--- config.mk ---
export PLATFORM = sky130hd
export DESIGN_NAME = binary_cross_gap_fill
export DESIGN_NICKNAME = d
export VERILOG_FILES = /design/src/design/bcgf_pkg.sv /design/src/design/bcgf_cell.sv /design/src/design/bcgf_decide.sv /design/src/design/binary_cross_gap_fill.sv
export SDC_FILE = /design/constraint.sdc
export NUM_CORES = 1
export LEC_CHECK = 0
export ABC_AREA = 0
export BUFFER_PORTS_ARGS = -buffer_cell sky130_fd_sc_hd__buf_2
export CAP_MARGIN = 20
export CORE_MARGIN = 10
export CORE_UTILIZATION = 50
export CTS_CLUSTER_DIAMETER = 120
export DETAILED_ROUTE_END_ITERATION = 6
export PLACE_DENSITY = 0.76
export SKIP_LAST_GASP = 1
export SYNTH_ARGS = -nofsm -noshare
export SYNTH_HDL_FRONTEND = slang
export SYNTH_HIERARCHICAL = 1
export SYNTH_SLANG_ARGS = --single-unit
--- constraint.sdc ---
create_clock -name clk -period 69.4 [get_ports clk]
set_input_delay 6.94 -clock clk [delete_from_list [all_inputs] [get_ports clk]]
set_output_delay 6.94 -clock clk [all_outputs]
set_load 0.01 [all_outputs]
--- src/design/bcgf_pkg.sv ---
package bcgf_pkg;

    // Frame geometry
    localparam int IMG_WIDTH  = 160;
    localparam int IMG_HEIGHT = 120;

    // Fill rule constants
    localparam int FILL_RESET    = 6;
    localparam int BORDER_MARGIN = 5;
    localparam int CROSS_RADIUS  = 4;

    // Window geometry: nine line cells, nine taps exposed per cell
    localparam int WIN_ROWS = 2 * CROSS_RADIUS + 1;
    localparam int TAP_SPAN = 2 * CROSS_RADIUS + 1;
    localparam int CENTER   = CROSS_RADIUS;

    // Stream timing
    localparam int OUT_LAG      = CROSS_RADIUS * IMG_WIDTH + CROSS_RADIUS;
    localparam int FRAME_PIXELS = IMG_WIDTH * IMG_HEIGHT;

    // Field widths
    localparam int THRESH_W = 5;
    localparam int SCORE_W  = 5;
    localparam int COUNT_W  = $clog2(FRAME_PIXELS + 1);
    localparam int ROW_W    = $clog2(IMG_HEIGHT);
    localparam int COL_W    = $clog2(IMG_WIDTH);

    // Action codes
    localparam logic ACT_PIXEL = 1'b0;
    localparam logic ACT_FLUSH = 1'b1;

    typedef logic [TAP_SPAN-1:0] tap_row_t;
    typedef tap_row_t [WIN_ROWS-1:0] tap_grid_t;

    typedef struct packed {
        logic [ROW_W-1:0] row;
        logic [COL_W-1:0] col;
    } win_pos_t;

    typedef struct packed {
        logic pixel;
        logic eof;
    } result_t;

endpackage

--- src/design/bcgf_cell.sv ---
module bcgf_cell (
    input  logic               clk,
    input  logic               shift_en,
    input  logic               din,
    output bcgf_pkg::tap_row_t taps,
    output logic               dout
);
    import bcgf_pkg::*;

    // One image line of the window, newest pixel in bit 0
    logic [IMG_WIDTH-1:0] line_reg;
    logic [IMG_WIDTH-1:0] line_next;

    // Advance the line by one pixel on each shift
    always_comb
    begin
        line_next = line_reg;
        if (shift_en)
        begin
            line_next = {line_reg[IMG_WIDTH-2:0], din};
        end
    end

    always_ff @(posedge clk)
    begin
        line_reg <= line_next;
    end

    // Taps as they stand after the shift: incoming pixel first
    assign taps = {line_reg[TAP_SPAN-2:0], din};
    assign dout = line_reg[IMG_WIDTH-1];

endmodule

--- src/design/bcgf_decide.sv ---
module bcgf_decide (
    input  bcgf_pkg::tap_grid_t             taps,
    input  bcgf_pkg::win_pos_t              pos,
    input  logic [bcgf_pkg::THRESH_W-1:0]   threshold,
    output logic                            pixel
);
    import bcgf_pkg::*;

    logic [2:0]         row_ok;
    logic [2:0]         col_ok;
    logic               seed;
    logic [2:0]         group_sum [CROSS_RADIUS];
    logic [SCORE_W-1:0] score;
    logic               center;

    // Interior test for the three neighbor rows and columns
    always_comb
    begin
        for (int d = 0; d < 3; d++)
        begin
            row_ok[d] = ({1'b0, pos.row} >= (ROW_W+1)'(BORDER_MARGIN - (d - 1))) &&
                        ({1'b0, pos.row} <=
                         (ROW_W+1)'(IMG_HEIGHT - 1 - BORDER_MARGIN - (d - 1)));
            col_ok[d] = ({1'b0, pos.col} >= (COL_W+1)'(BORDER_MARGIN - (d - 1))) &&
                        ({1'b0, pos.col} <=
                         (COL_W+1)'(IMG_WIDTH - 1 - BORDER_MARGIN - (d - 1)));
        end
    end

    // Look for a set neighbor well inside the frame
    always_comb
    begin
        seed = 1'b0;
        for (int dy = 0; dy < 3; dy++)
        begin
            for (int dx = 0; dx < 3; dx++)
            begin
                if (row_ok[dy] && col_ok[dx] && taps[CENTER + 1 - dy][CENTER + 1 - dx])
                begin
                    seed = 1'b1;
                end
            end
        end
    end

    // Count set cross pixels: four arms summed per radius, then the total
    always_comb
    begin
        for (int k = 1; k <= CROSS_RADIUS; k++)
        begin
            group_sum[k-1] = 3'(taps[CENTER][CENTER + k]) + 3'(taps[CENTER][CENTER - k]) +
                             3'(taps[CENTER + k][CENTER]) + 3'(taps[CENTER - k][CENTER]);
        end
        score = (SCORE_W'(group_sum[0]) + SCORE_W'(group_sum[1])) +
                (SCORE_W'(group_sum[2]) + SCORE_W'(group_sum[3]));
    end

    // Keep set pixels, fill a gap only with a seed and enough cross support
    assign center = taps[CENTER][CENTER];
    assign pixel  = center || (seed && (score >= threshold));

endmodule

--- src/design/binary_cross_gap_fill.sv ---
// Binary cross gap fill: takes a binary image of IMG_WIDTH x IMG_HEIGHT pixels in raster
// order and returns the cleaned image in the same order. A zero pixel is filled when a
// 3x3 neighbor at least five pixels inside every border is set and the radius-4 cross
// around it holds at least fill_threshold set pixels. The window is a chain of nine
// line cells, one image line each, shifting once per stored pixel or emitted result.
// One item is accepted per clock while in_ready is high; the first result appears after
// 4 lines plus 4 pixels of input, and each further pixel then yields one result. After
// the last pixel of a frame, send flush items (action = 1) to drain the remaining
// 4*IMG_WIDTH+4 results; the last one carries end_of_frame. Results pass through a
// two-entry output buffer, so in_ready drops whenever both entries are full.
module binary_cross_gap_fill (
    input  logic                          clk,
    input  logic                          rst_n,
    input  logic                          cfg_write,
    input  logic [bcgf_pkg::THRESH_W-1:0] cfg_data,
    input  logic                          in_valid,
    output logic                          in_ready,
    input  logic                          action,
    input  logic                          pixel_in,
    output logic                          out_valid,
    input  logic                          out_ready,
    output logic                          pixel_out,
    output logic                          end_of_frame
);
    import bcgf_pkg::*;

    logic [THRESH_W-1:0] fill_threshold_reg;
    logic [THRESH_W-1:0] fill_threshold_next;
    logic [COUNT_W-1:0]  count_reg;
    logic [COUNT_W-1:0]  count_next;
    win_pos_t            pos_reg;
    win_pos_t            pos_next;
    logic                out_valid_reg;
    logic                out_valid_next;
    result_t             out_data_reg;
    result_t             out_data_next;
    logic                skid_valid_reg;
    logic                skid_valid_next;
    result_t             skid_data_reg;
    result_t             skid_data_next;

    logic                accept;
    logic                store;
    logic                drain;
    logic                emit;
    logic                last;
    logic                shift_en;
    logic                shift_in;
    logic                push;
    logic                pop;
    logic                fill_pixel;
    result_t             result;
    tap_grid_t           taps;
    logic [WIN_ROWS:0]   link;

    // Configuration register
    always_comb
    begin
        fill_threshold_next = fill_threshold_reg;
        if (cfg_write)
        begin
            fill_threshold_next = cfg_data;
        end
    end

    always_ff @(posedge clk or negedge rst_n)
    begin
        if (!rst_n)
        begin
            fill_threshold_reg <= THRESH_W'(FILL_RESET);
        end
        else
        begin
            fill_threshold_reg <= fill_threshold_next;
        end
    end

    // Step control: store a pixel, emit a result, or both
    assign accept   = in_valid && in_ready;
    assign drain    = (count_reg == COUNT_W'(FRAME_PIXELS));
    assign store    = (action == ACT_PIXEL) && !drain;
    assign emit     = (store && (count_reg >= COUNT_W'(OUT_LAG))) || drain;
    assign last     = (pos_reg.row == ROW_W'(IMG_HEIGHT - 1)) &&
                      (pos_reg.col == COL_W'(IMG_WIDTH - 1));
    assign shift_en = accept && (store || emit);
    assign shift_in = store && pixel_in;
    assign push     = accept && emit;

    // Input count and output position
    always_comb
    begin
        count_next = count_reg;
        pos_next   = pos_reg;
        if (push && last)
        begin
            count_next = '0;
            pos_next   = '0;
        end
        else
        begin
            if (accept && store)
            begin
                count_next = count_reg + COUNT_W'(1);
            end
            if (push)
            begin
                if (pos_reg.col == COL_W'(IMG_WIDTH - 1))
                begin
                    pos_next.col = '0;
                    pos_next.row = pos_reg.row + ROW_W'(1);
                end
                else
                begin
                    pos_next.col = pos_reg.col + COL_W'(1);
                end
            end
        end
    end

    always_ff @(posedge clk or negedge rst_n)
    begin
        if (!rst_n)
        begin
            count_reg <= '0;
            pos_reg   <= '0;
        end
        else
        begin
            count_reg <= count_next;
            pos_reg   <= pos_next;
        end
    end

    // Window: chain of line cells
    assign link[0] = shift_in;

    for (genvar r = 0; r < WIN_ROWS; r++)
    begin : g_cell
        bcgf_cell u_cell (
            .clk      (clk),
            .shift_en (shift_en),
            .din      (link[r]),
            .taps     (taps[r]),
            .dout     (link[r+1])
        );
    end

    // Decision on the window as it stands after this shift
    bcgf_decide u_decide (
        .taps      (taps),
        .pos       (pos_reg),
        .threshold (fill_threshold_reg),
        .pixel     (fill_pixel)
    );

    assign result.pixel = fill_pixel;
    assign result.eof   = last;

    // Output register with skid entry
    assign pop      = out_valid_reg && out_ready;
    assign in_ready = !skid_valid_reg;

    always_comb
    begin
        out_valid_next  = out_valid_reg;
        out_data_next   = out_data_reg;
        skid_valid_next = skid_valid_reg;
        skid_data_next  = skid_data_reg;
        if (pop)
        begin
            if (skid_valid_reg)
            begin
                out_data_next   = skid_data_reg;
                skid_valid_next = 1'b0;
            end
            else
            begin
                out_valid_next = push;
                out_data_next  = result;
            end
        end
        else if (!out_valid_reg)
        begin
            out_valid_next = push;
            out_data_next  = result;
        end
        else if (push)
        begin
            skid_valid_next = 1'b1;
            skid_data_next  = result;
        end
    end

    always_ff @(posedge clk or negedge rst_n)
    begin
        if (!rst_n)
        begin
            out_valid_reg  <= 1'b0;
            skid_valid_reg <= 1'b0;
        end
        else
        begin
            out_valid_reg  <= out_valid_next;
            skid_valid_reg <= skid_valid_next;
        end
    end

    always_ff @(posedge clk)
    begin
        out_data_reg  <= out_data_next;
        skid_data_reg <= skid_data_next;
    end

    assign out_valid    = out_valid_reg;
    assign pixel_out    = out_data_reg.pixel;
    assign end_of_frame = out_data_reg.eof;

    // Checks
    a_skid_behind_out: assert property (@(posedge clk) disable iff (!rst_n)
        skid_valid_reg |-> out_valid_reg)
        else $error("skid entry held while output register empty");

    a_count_bound: assert property (@(posedge clk) disable iff (!rst_n)
        count_reg <= COUNT_W'(FRAME_PIXELS))
        else $error("input count beyond frame size");

    a_pos_bound: assert property (@(posedge clk) disable iff (!rst_n)
        (pos_reg.row <= ROW_W'(IMG_HEIGHT - 1)) && (pos_reg.col <= COL_W'(IMG_WIDTH - 1)))
        else $error("output position outside frame");

    a_frame_restart: assert property (@(posedge clk) disable iff (!rst_n)
        (push && last) |=> (count_reg == '0) && (pos_reg == '0))
        else $error("counters not cleared after end of frame");

    a_last_needs_full_frame: assert property (@(posedge clk) disable iff (!rst_n)
        (push && last) |-> drain)
        else $error("end of frame emitted before all pixels arrived");

endmodule
## Yosys cells after proc, flatten, opt, wreduce, memory -nomap -nowiden

Index checks and enable logic that the tools add are counted.

| word-level totals | value |
|---|---|
| register bits after elaboration | 1325 |
| input port bits | 12 |
| logic and storage cells | 130 |
| output and inout bits | 4 |

| operators by class | value |
|---|---|
| bitwise gates (word level) | 2 |
| eq/ne operators | 5 |
| order comparisons | 14 |
| reduce and logical (&&, ||, !) cells | 48 |
| muxes and demuxes | 24 |
| $add $sub $neg | 18 |

Operators with widths:

| cell | count |
|---|---|
| $mux W15 | 4 |
| $logic_and A1 B1 Y1 | 35 |
| $ge A8 B3 Y1 const B | 3 |
| $le A8 B8 Y1 const B | 3 |
| $add A3 B1 Y3 | 7 |
| $ge A7 B3 Y1 const B | 3 |
| $le A7 B7 Y1 const B | 3 |
| $add A15 B1 Y15 const B | 1 |
| $eq A15 B15 Y1 const B | 1 |
| $ge A15 B10 Y1 const B | 1 |
| $mux W1 | 15 |
| $reduce_bool A2 Y1 | 5 |
| $add A1 B1 Y2 | 4 |
| $add A3 B3 Y4 | 2 |
| $add A8 B1 Y8 const B | 1 |
| $eq A8 B8 Y1 const B | 1 |
| $mux W8 | 1 |
| $add A7 B1 Y7 const B | 1 |
| $eq A7 B7 Y1 const B | 1 |
| $mux W7 | 1 |
| $mux W2 | 3 |
| $add A5 B5 Y5 | 1 |
| $ge A5 B5 Y1 | 1 |
| $reduce_and A2 Y1 | 2 |
| other kinds (7) | 11 |

## Logic depth before layout (Yosys ltp)

Gate-level depths: netlist (run 1).

| depth | value |
|---|---|
| depth after elaboration | 17 |
| gate-level depth with buffers | 19 |
| depth with buffers taken out | 18 |

## Modules after synthesis

Netlist (run 1), hierarchy kept.

Modules (own cells, without submodules):

| module | cells each | seq. area each (um^2) | times used | area an instance (um^2) |
|---|---|---|---|---|
| bcgf_cell | 169 | 4804.6 | 9 | 4872.2 |
| binary_cross_gap_fill | 201 | 1048.5 | 1 | 2103.3 |
| bcgf_decide | 100 | 0.0 | 1 | 762.0 |

## Worst setup path before layout (run 1)

No wires, ideal clock.

| timing | value |
|---|---|
| path kind | input -> register |
| start | in action |
| end | reg g_cell[0].u_cell.line_reg[0] (enable) |
| path buffers | 0 |
| library setup time | 3.299 ns |
| stages | 3 |
| data arrival time | 66.542 ns |
| slack | -0.440 ns |
| data required time | 66.101 ns |
| path through | inv_1 a41oi_1 nor2_1 |

| on the way | value |
|---|---|
| word-level cells in the longest chain between the ends | 6 |

RTL lines:

| element | line | source |
|---|---|---|
| start: declaration | binary_cross_gap_fill.sv:18 | `input logic action,` |
| $not A1 Y1 * | binary_cross_gap_fill.sv:81 | `assign store = (action == ACT_PIXEL) && !drain;` |
| $logic_and A1 B1 Y1 * | binary_cross_gap_fill.sv:81 |  |
| $logic_and A1 B1 Y1 | binary_cross_gap_fill.sv:82 | `assign emit = (store && (count_reg >= COUNT_W'(OUT_LAG))) \|\| drain;` |
| $logic_or A1 B1 Y1 | binary_cross_gap_fill.sv:82 |  |
| $logic_or A1 B1 Y1 * | binary_cross_gap_fill.sv:85 | `assign shift_en = accept && (store \|\| emit);` |
| $logic_and A1 B1 Y1 * | binary_cross_gap_fill.sv:85 |  |
| net shift_en | binary_cross_gap_fill.sv:47 | `logic shift_en;` |
| end signal: assignment | bcgf_cell.sv:26 | `line_reg <= line_next;` |
| end: declaration | bcgf_cell.sv:11 | `logic [IMG_WIDTH-1:0] line_reg;` |

The timed path passes the listed nets; every way through them passes the cells marked *.
A chain may end at the register's enable or synchronous reset.

## Final worst setup path (run 1)

| timing | value |
|---|---|
| start | in action |
| end | reg g_cell[5].u_cell.line_reg[112] (enable) |

| on the way | value |
|---|---|
| word-level cells in the longest chain between the ends | 6 |

RTL lines:

| element | line |
|---|---|
| $not A1 Y1 * | binary_cross_gap_fill.sv:81 |
| $logic_and A1 B1 Y1 * | binary_cross_gap_fill.sv:81 |
| $logic_and A1 B1 Y1 | binary_cross_gap_fill.sv:82 |
| $logic_or A1 B1 Y1 | binary_cross_gap_fill.sv:82 |
| $logic_or A1 B1 Y1 * | binary_cross_gap_fill.sv:85 |
| $logic_and A1 B1 Y1 * | binary_cross_gap_fill.sv:85 |
| net shift_en | binary_cross_gap_fill.sv:47 |
| end signal: assignment | bcgf_cell.sv:26 |
| end: declaration | bcgf_cell.sv:11 |

Marked as above.

==> results of run 1 <==
## area by class of cell
type | instances | area share
sequential | 1325 | 0.8493
clock buffer | 132 | 0.06354
tap | 1070 | 0.02871
multi-input combinational | 212 | 0.03472
timing repair buffer | 25 | 0.004722
clock inverter | 78 | 0.01540
inverter | 44 | 0.003569
## per-stage QoR
step                        util  area (µm²)  setup WS, ps
after floorplan                -       41580          6317
after global placement    0.5219       42920         58190
after detailed placement  0.5219       42920         58010
after CTS                 0.5667       46600         58750
after global routing      0.5670       46630         58320
final                     0.5670       46630         58590
## where the power goes
| part | internal (mW) | total, mW | switching, mW | leakage, nW |
|---|---|---|---|---|
| clock | 0.344 | 0.624 | 0.279 | 1.80 |
| combinational | 0.00379 | 0.0210 | 0.0172 | 1.00 |
| sequential | 0.876 | 0.879 | 0.00232 | 8.66 |
## routing by layer
layer	up-vias	wire length, µm	GRT usage
li1	6573	-	-
met1	7577	26280	0.1816
met2	338	26920	0.1806
met3	111	2255	0.02288
met4	0	1245	0.03817
met5	-	0	0
## worst max path at each step
stage / startpoint / end
finish: action / g_cell[5].u_cell/line_reg[112]
global route: action / g_cell[6].u_cell/line_reg[26]
CTS: action / g_cell[2].u_cell/line_reg[43]
detailed placement: action / g_cell[5].u_cell/line_reg[152]
global placement: action / g_cell[5].u_cell/line_reg[150]
floorplan: action / g_cell[0].u_cell/line_reg[0]
## worst register-to-register path, stage by stage, from the launching register on
cell and delay [ps]:
dfrtp_1 400, inv_1 100, ha_1 190, and4b_2 250, a41oi_1 200, nor2_4 170, buf_12 650, buf_4 1040
buf_12 790, buf_12 970
## layout by cell type (no fill, tap or decap), drive strengths merged, types with 11 or more instances in the layout
cell / n
edfxtp: 1288
clkbuf: 132
clkinv: 61
inv: 45
dfrtp: 35
nor2: 33
buf: 25
nand2: 18
nand3: 14
ha: 14
xnor2: 11
nor3: 11
o21ai: 11
==> flow_metrics.env, run 1 <==
export IMPL_status="complete, no violations"
export IMPL_p_leak_nw=11.46
export IMPL_multi_input_comb_area_mm2=0.001619
export IMPL_wl_mm=56.70
export IMPL_hold_viol=0
export IMPL_hold_path_depth=0
export IMPL_irDropWorstVdd_uv=24.17
export IMPL_rr_startpoint="count_reg[0]"
export IMPL_critPathArrivalTime_ps=11090
export IMPL_stdcell_count=2886
export IMPL_clock_latency_ps=680
export IMPL_endpoint_kind="flip-flop"
export IMPL_r2r_slack_ps=63980
export IMPL_area_delta_synth_final_pct=12.15
export IMPL_dr_first_iter_drc_count=1523
export IMPL_critPathBufInv=6
export IMPL_power_density_mw_per_mm2=32.67
export IMPL_min_to="g_cell[3].u_cell/line_reg[13]"
export IMPL_setup_violations=0
export IMPL_grt_antenna_before_repair=1
export IMPL_antenna_cells=0
export IMPL_core_area_mm2=0.08224
export IMPL_slowest_delay_ps=880
export IMPL_cts_sinks=1325
export IMPL_rsz0062_at_grt="no"
export IMPL_r2r_cells=9
export IMPL_ant_nets=0
export IMPL_hold_path_class="reg -> reg"
export IMPL_tightest_slew_ps=1201
export IMPL_netlist_area_mm2=0.04158
export IMPL_dieArea_mm2=0.09510
export IMPL_fin_crit_sh=0.1558
export IMPL_slowest_stage="buf_4"
export IMPL_wire_per_inst_um=19.65
export IMPL_tns_ps=0
export IMPL_cts_tree="done"
export IMPL_drv_slew=0
export IMPL_cp_start_kind="input port"
export IMPL_cp_data_required_time_ps=69680
export IMPL_grt_use_total=0.1214
export IMPL_r2r_end="g_cell[5].u_cell/line_reg[112]"
export IMPL_clock_skew_final_ps=26.91
export IMPL_ys_warn_count=6
export IMPL_cts_htree_levels=3
export IMPL_ff_latch_area_mm2=0.03961
export IMPL_die_x_um=308.4
export IMPL_largest_reg_flops=1284
export IMPL_worst_path_max_fanout=226
export IMPL_slew_headroom=0.1996
export IMPL_pin_count=16
export IMPL_initial_utilization=0.5056
export IMPL_grt_overflow=0
export IMPL_path_delay_family="buffers and inverters"
export IMPL_max_cap_violations=0
export IMPL_fmax_ghz=0.09251
export IMPL_holdBufCountCts=0
export IMPL_cts_buffers=115
export IMPL_dp_hpwl_mm=23.16
export IMPL_holdWs_ps=405.2
export IMPL_grt_pass1_vias=14670
export IMPL_vias=14600
export IMPL_avgSynthCellArea_um2=25.89
export IMPL_total_power_mw=1.523
export IMPL_min_period_ps=10810
export IMPL_min_from="g_cell[3].u_cell/line_reg[12]"
export IMPL_viasPerCell=5.059
export IMPL_place_port_buffers=15
export IMPL_clkSlewWorstSetupHoldPaths_ps=70
export IMPL_cts_root_buf="clkbuf_16"
export IMPL_drt_pass1_iterations=5
export IMPL_synthCells=1606
export IMPL_path_depth=8
export IMPL_post_cts_buffers=0
export IMPL_synth_nets=1642
export IMPL_finalNetCount=1759
export IMPL_crit_top_cell="buf_12"
export IMPL_worstPathCellList="buf_2 -> inv_1 -> a41oi_1 -> nor2_4 -> buf_12 -> buf_4 -> buf_12 -> buf_12"
export IMPL_gp_congestion=0.7402
export IMPL_clock_path_buffers=3
export IMPL_fp_dieH_um=308.4
export IMPL_drcViolationCount=0
export IMPL_placedCellCount=2675
export IMPL_post_cts_resized=0
export IMPL_rows=105
export IMPL_fillers=5634
export IMPL_grt_max_degree=230
export IMPL_drive_above_1_share=0.1217
export IMPL_grt_pass1_wl_mm=89.51
export IMPL_worstSetupPathType="in -> reg"
No activity file was read; power rests on OpenSTA's default activity.
==> inputs of run 2 (changes only) <==
==> constraint.sdc (replaced) <==
create_clock -name clk -period 11.05 [get_ports clk]
set_input_delay 1.105 -clock clk [delete_from_list [all_inputs] [get_ports clk]]
set_output_delay 1.105 -clock clk [all_outputs]
set_load 0.01 [all_outputs]
==> run 2 against run 1 <==
Sequential share of layout area is 0.38 points lower. Cell count grew 0.28%. Register-to-register slack worse by 58000 ps. Utilization increased by 0.25 points.
==> flow_metrics.env, run 2 (synthesis results as in run 1) <==
export IMPL_status="complete, no violations"
export IMPL_power_density_mw_per_mm2=206.6
export IMPL_largest_reg_flops=1284
export IMPL_cts_tree="done"
export IMPL_worst_path_max_fanout=2
export IMPL_total_power_mw=9.679
export IMPL_hold_path_class="reg -> reg"
export IMPL_drcViolationCount=0
export IMPL_fin_crit_sh=0.4294
export IMPL_die_x_um=308.4
export IMPL_holdBufCountCts=0
export IMPL_place_port_buffers=15
export IMPL_grt_antenna_before_repair=0
export IMPL_multi_input_comb_area_mm2=0.001638
export IMPL_cts_htree_levels=3
export IMPL_finalNetCount=1762
export IMPL_dr_first_iter_drc_count=1472
export IMPL_cp_start_kind="flip-flop"
export IMPL_grt_use_total=0.1203
export IMPL_dp_hpwl_mm=22.36
export IMPL_dieArea_mm2=0.09510
export IMPL_critPathArrivalTime_ps=5180
export IMPL_met1_length_mm=26.86
export IMPL_holdWs_ps=394.4
export IMPL_min_period_ps=4745
export IMPL_post_cts_resized=0
export IMPL_rsz0062_at_grt="no"
export IMPL_viasPerCell=5.053
export IMPL_fp_dieH_um=308.4
export IMPL_drt_pass1_iterations=6
export IMPL_clkSlewWorstSetupHoldPaths_ps=80
export IMPL_max_cap_violations=0
export IMPL_area_delta_synth_final_pct=12.65
export IMPL_core_area_mm2=0.08224
export IMPL_cts_buffers=114
export IMPL_mostFrequentLayoutCells="edfxtp_1, clkbuf_16, inv_1, dfrtp_1, nor2_1"
export IMPL_gp_congestion=0.7624
export IMPL_met2_length_mm=27.15
export IMPL_fmax_ghz=0.2108
export IMPL_tns_ps=0
export IMPL_clock_latency_ps=700
export IMPL_cp_data_required_time_ps=11490
export IMPL_tightest_slew_ps=1173
export IMPL_grt_pass1_wl_mm=88.67
export IMPL_r2r_slack_ps=6310
export IMPL_p_leak_nw=11.53
export IMPL_pin_count=16
export IMPL_setup_violations=0
export IMPL_worstSetupPathType="reg -> reg"
export IMPL_clock_path_buffers=3
export IMPL_rows=105
export IMPL_grt_overflow=0
export IMPL_endpoint_kind="flip-flop"
export IMPL_placedCellCount=2676
export IMPL_cts_root_buf="clkbuf_16"
export IMPL_initial_utilization=0.5056
export IMPL_cts_sinks=1325
export IMPL_slew_headroom=0.2178
export IMPL_irDropWorstVdd_uv=134.8
export IMPL_ant_nets=0
export IMPL_antenna_cells=0
export IMPL_stdcell_count=2894
export IMPL_drive_above_1_share=0.1250
export IMPL_wl_mm=57.88
export IMPL_ff_latch_area_mm2=0.03961
export IMPL_vias=14620
export IMPL_fillers=5605
export IMPL_clock_skew_final_ps=55.51
export IMPL_final_common_cell="edfxtp_1"
export IMPL_drv_slew=0
export IMPL_highest_layer="met4"
export IMPL_grt_max_degree=238
export IMPL_dr_wl_met3_mm=2.407
export IMPL_grt_pass1_vias=14720
export IMPL_hold_viol=0
export IMPL_post_cts_buffers=0
export IMPL_wire_per_inst_um=20.00
[run 2: changes by cell type in the layout (fill, tap and decap cells not counted), moves of 3 or more]
cell      before  now
clkinv_2      27   20
clkbuf_1      16   28
clkinv_4       2    6
buf_16         1    4
clkinv_1      27   18
[run 2: cell type report]
class / count / share of cell area
sequential: 1325 / 0.8456
clock buffer: 145 / 0.06475
multi-input combinational: 212 / 0.03497
tap: 1070 / 0.02858
clock inverter: 69 / 0.01595
timing repair buffer: 29 / 0.006358
inverter: 44 / 0.003820
[run 2: routing by layer]
metal	vias to the layer above	track usage
met1	7591	0.1814
met2	348	0.1737
met3	96	0.02268
met4	0	0.04652
li1	6587	-
met5	-	0
[run 2: stage by stage]
step             util  setup slack, ps  area, µm²
2_1_floorplan       -            -9717      41620
5_1_grt        0.5695             6139      46840
3_5_place_dp   0.5222             6318      42950
3_3_place_gp   0.5222             6438      42950
6_report       0.5695             6305      46840
4_1_cts        0.5682             6334      46730
[run 2: power by group]
group          total [mW]  internal (mW)  switching (mW)
clock                4.03           2.24            1.79
sequential           5.52           5.50          0.0129
combinational       0.137         0.0266           0.111
[run 2: worst paths after layout]
check / from / endpoint / depth (start not counted)
setup / recovery: g_cell[1].u_cell/line_reg[3] / pixel_out / 16
hold / removal: g_cell[5].u_cell/line_reg[139] / g_cell[5].u_cell/line_reg[140] / 0
setup reg to reg: g_cell[1].u_cell/line_reg[3] / pixel_out / 16
hold reg to reg: g_cell[5].u_cell/line_reg[139] / g_cell[5].u_cell/line_reg[140] / 0
max in group asynchronous: rst_n / fill_threshold_reg[4] / 1
min in group asynchronous: rst_n / out_valid / 1
[run 2: worst max-delay path, stage by stage (launching register included)]
cell,delay (ps)
edfxtp_1,410
inv_1,100
fa_1,450
fa_1,550
fa_1,450
fa_1,500
inv_1,40
ha_1,210
fa_1,420
a21oi_1,170
nor2b_1,80
ha_1,320
a211oi_1,250
o21ai_0,120
inv_1,80
a31oi_1,60
mux2_2,280
==> inputs of run 3 (changes only) <==
--- a/config.mk
+++ b/config.mk
@@ -12,7 +12,7 @@
 export CORE_UTILIZATION = 50
 export CTS_CLUSTER_DIAMETER = 120
 export DETAILED_ROUTE_END_ITERATION = 6
-export PLACE_DENSITY = 0.76
+export PLACE_DENSITY = 0.79
 export SKIP_LAST_GASP = 1
 export SYNTH_ARGS = -nofsm -noshare
 export SYNTH_HDL_FRONTEND = slang
==> constraint.sdc (replaced) <==
create_clock -name clk -period 4.35 [get_ports clk]
set_input_delay 0.435 -clock clk [delete_from_list [all_inputs] [get_ports clk]]
set_output_delay 0.435 -clock clk [all_outputs]
set_load 0.01 [all_outputs]
==> run 3 against run 2 <==
Critical path depth stayed put. Hold slack worse by 350 ps. Non-clock buffer count is 14 higher. Critical path type unchanged. Wire length is 9.2% higher. Die area stayed put. Highest routed layer unchanged. Clock skew is 34 ps lower. Global-route usage is 1.4 points higher. Cell count is 0.62% higher. The run now ends with negative setup slack left. Clock power is 150% higher. Combinational power grew to 2.7 times the previous value.
==> flow_metrics.env, run 3 (synthesis results as in run 1) <==
export IMPL_worstSetupPathType="reg -> reg"
export IMPL_grt_use_total=0.1339
export IMPL_area_delta_synth_final_pct=12.70
export IMPL_viasPerCell=5.191
export IMPL_cts_sinks=1325
export IMPL_clock_skew_final_ps=21.20
export IMPL_max_cap_violations=0
export IMPL_die_x_um=308.4
export IMPL_slew_headroom=0.3262
export IMPL_power_density_mw_per_mm2=520.4
export IMPL_dieArea_mm2=0.09510
export IMPL_cts_htree_levels=3
export IMPL_endpoint_kind="flip-flop"
export IMPL_status="complete, but fails checks"
export IMPL_tightest_slew_ps=1011
export IMPL_placedCellCount=2684
export IMPL_grt_pass1_vias=15440
export IMPL_mostFrequentLayoutCells="edfxtp_1, clkbuf_16, inv_1, dfrtp_1, nor2_1"
export IMPL_fin_ws_ps=-385.7
export IMPL_initial_utilization=0.5056
export IMPL_antenna_cells=0
export IMPL_drcViolationCount=0
export IMPL_irDropWorstVdd_uv=426.5
export IMPL_cts_tree="done"
export IMPL_worstPathCellList="clkinvlp_4 -> fa_1 -> fa_2 -> fa_1 -> fa_1 -> inv_2 -> ha_4 -> fa_2 -> a21oi_2 -> nor2b_2 -> ha_4 -> a211oi_2 -> o21ai_1 -> inv_1 -> a31oi_1 -> mux2_2"
export IMPL_stdcell_count=2912
export IMPL_cts_root_buf="clkbuf_16"
export IMPL_pre_cts_ws_ps=-540.1
export IMPL_clock_path_buffers=3
export IMPL_dp_hpwl_mm=23.89
export IMPL_slowest_delay_ps=580
export IMPL_setup_violations=2
export IMPL_vias=15120
export IMPL_pin_count=16
export IMPL_crit_top_cell="fa_1"
export IMPL_largest_reg_flops=1284
export IMPL_wl_mm=63.18
export IMPL_slowest_stage="fa_2"
export IMPL_core_area_mm2=0.08224
export IMPL_place_port_buffers=15
export IMPL_finalNetCount=1777
export IMPL_grt_overflow=0
export IMPL_fp_dieH_um=308.4
export IMPL_grt_max_degree=189
export IMPL_ant_nets=0
export IMPL_tns_ps=-611.1
export IMPL_grt_pass1_wl_mm=97.88
export IMPL_cts_buffers=115
export IMPL_fillers=5580
export IMPL_final_common_cell="edfxtp_1"
export IMPL_violations="negative setup slack"
export IMPL_final_util=0.5698
export IMPL_worst_path_max_fanout=2
export IMPL_dr_first_iter_drc_count=1724
export IMPL_cp_start_kind="flip-flop"
export IMPL_clkSlewWorstSetupHoldPaths_ps=70
export IMPL_fin_crit_sh=1.089
export IMPL_drt_pass1_iterations=7
export IMPL_min_period_ps=4736
export IMPL_place_area_mm2=0.04307
export IMPL_clock_latency_ps=680
export IMPL_drv_slew=0
export IMPL_hold_viol=0
export IMPL_drive_above_1_share=0.1325
export IMPL_gp_congestion=0.7727
export IMPL_critPathArrivalTime_ps=5160
export IMPL_cp_data_required_time_ps=4780
export IMPL_grt_antenna_before_repair=0
export IMPL_fin_area_mm2=0.04686
export IMPL_p_leak_nw=11.55
export IMPL_wire_per_inst_um=21.70
export IMPL_hold_path_class="in -> reg"
export IMPL_rows=105
export IMPL_fmax_ghz=0.2112
export IMPL_rsz0062_at_grt="yes"
## run 3: routing by layer
layer | GRT usage | up-vias | part of all wire
met1 | 0.1959 | 7898 | 0.45
li1 | - | 6626 | -
met4 | 0.03704 | 0 | 0.020
met3 | 0.02501 | 103 | 0.047
met2 | 0.2065 | 489 | 0.49
met5 | 0 | - | 0
## run 3: layout make-up
cell class	instances	area (µm²)	share of cell area
multi-input combinational	212	1675	0.03575
inverter	44	168.9	0.003605
tap	1070	1339	0.02857
clock inverter	76	653.1	0.01394
sequential	1325	39610	0.8452
clock buffer	142	2999	0.06400
timing repair buffer	43	420.4	0.008971
## run 3: where the power goes
group	internal [mW]	switching, mW
combinational	0.0738	0.290
sequential	14.0	0.0385
clock	5.46	4.55
total	19.5	4.88
## run 3: worst max-delay path: cells and delay by family (launching register included)
kind / cells / cell delay (ps)
DFF: 1 / 420
muxes: 1 / 290
adders and majority gates: 7 / 2750
and+or+nand+nor: 1 / 100
buffers and inverters: 3 / 280
AOI/OAI and AO/OA: 4 / 650
## run 3: path summary, 6_finish.rpt
kind	from	endpoint	slack, ps	depth (start not counted)
worst max-delay path	g_cell[4].u_cell/line_reg[2]	pixel_out	-390	16
worst min-delay path	cfg_data[1]	fill_threshold_reg[1]	50	2
worst max register to register	g_cell[4].u_cell/line_reg[2]	pixel_out	-390	16
worst min register to register	g_cell[4].u_cell/line_reg[127]	g_cell[4].u_cell/line_reg[128]	410	0
max in group asynchronous	rst_n	fill_threshold_reg[0]	3330	2
min in group asynchronous	rst_n	count_reg[0]	440	2
## run 3: what timing repair did
item,in CTS,in global routing
hold buffers,4,0
gates resized for setup,10,4
buffers inserted,4,2
hold endpoints to repair,38,0
endpoints found under the setup margin,2,2
pin swaps,8,8
## run 3: stage by stage
stage               power [mW]  hold WS [ps]
floorplan                14.86         139.4
global placement         14.60         402.3
detailed placement       14.64         404.5
CTS                      24.66         1.327
global route             25.15         9.219
finish                   24.39         48.81
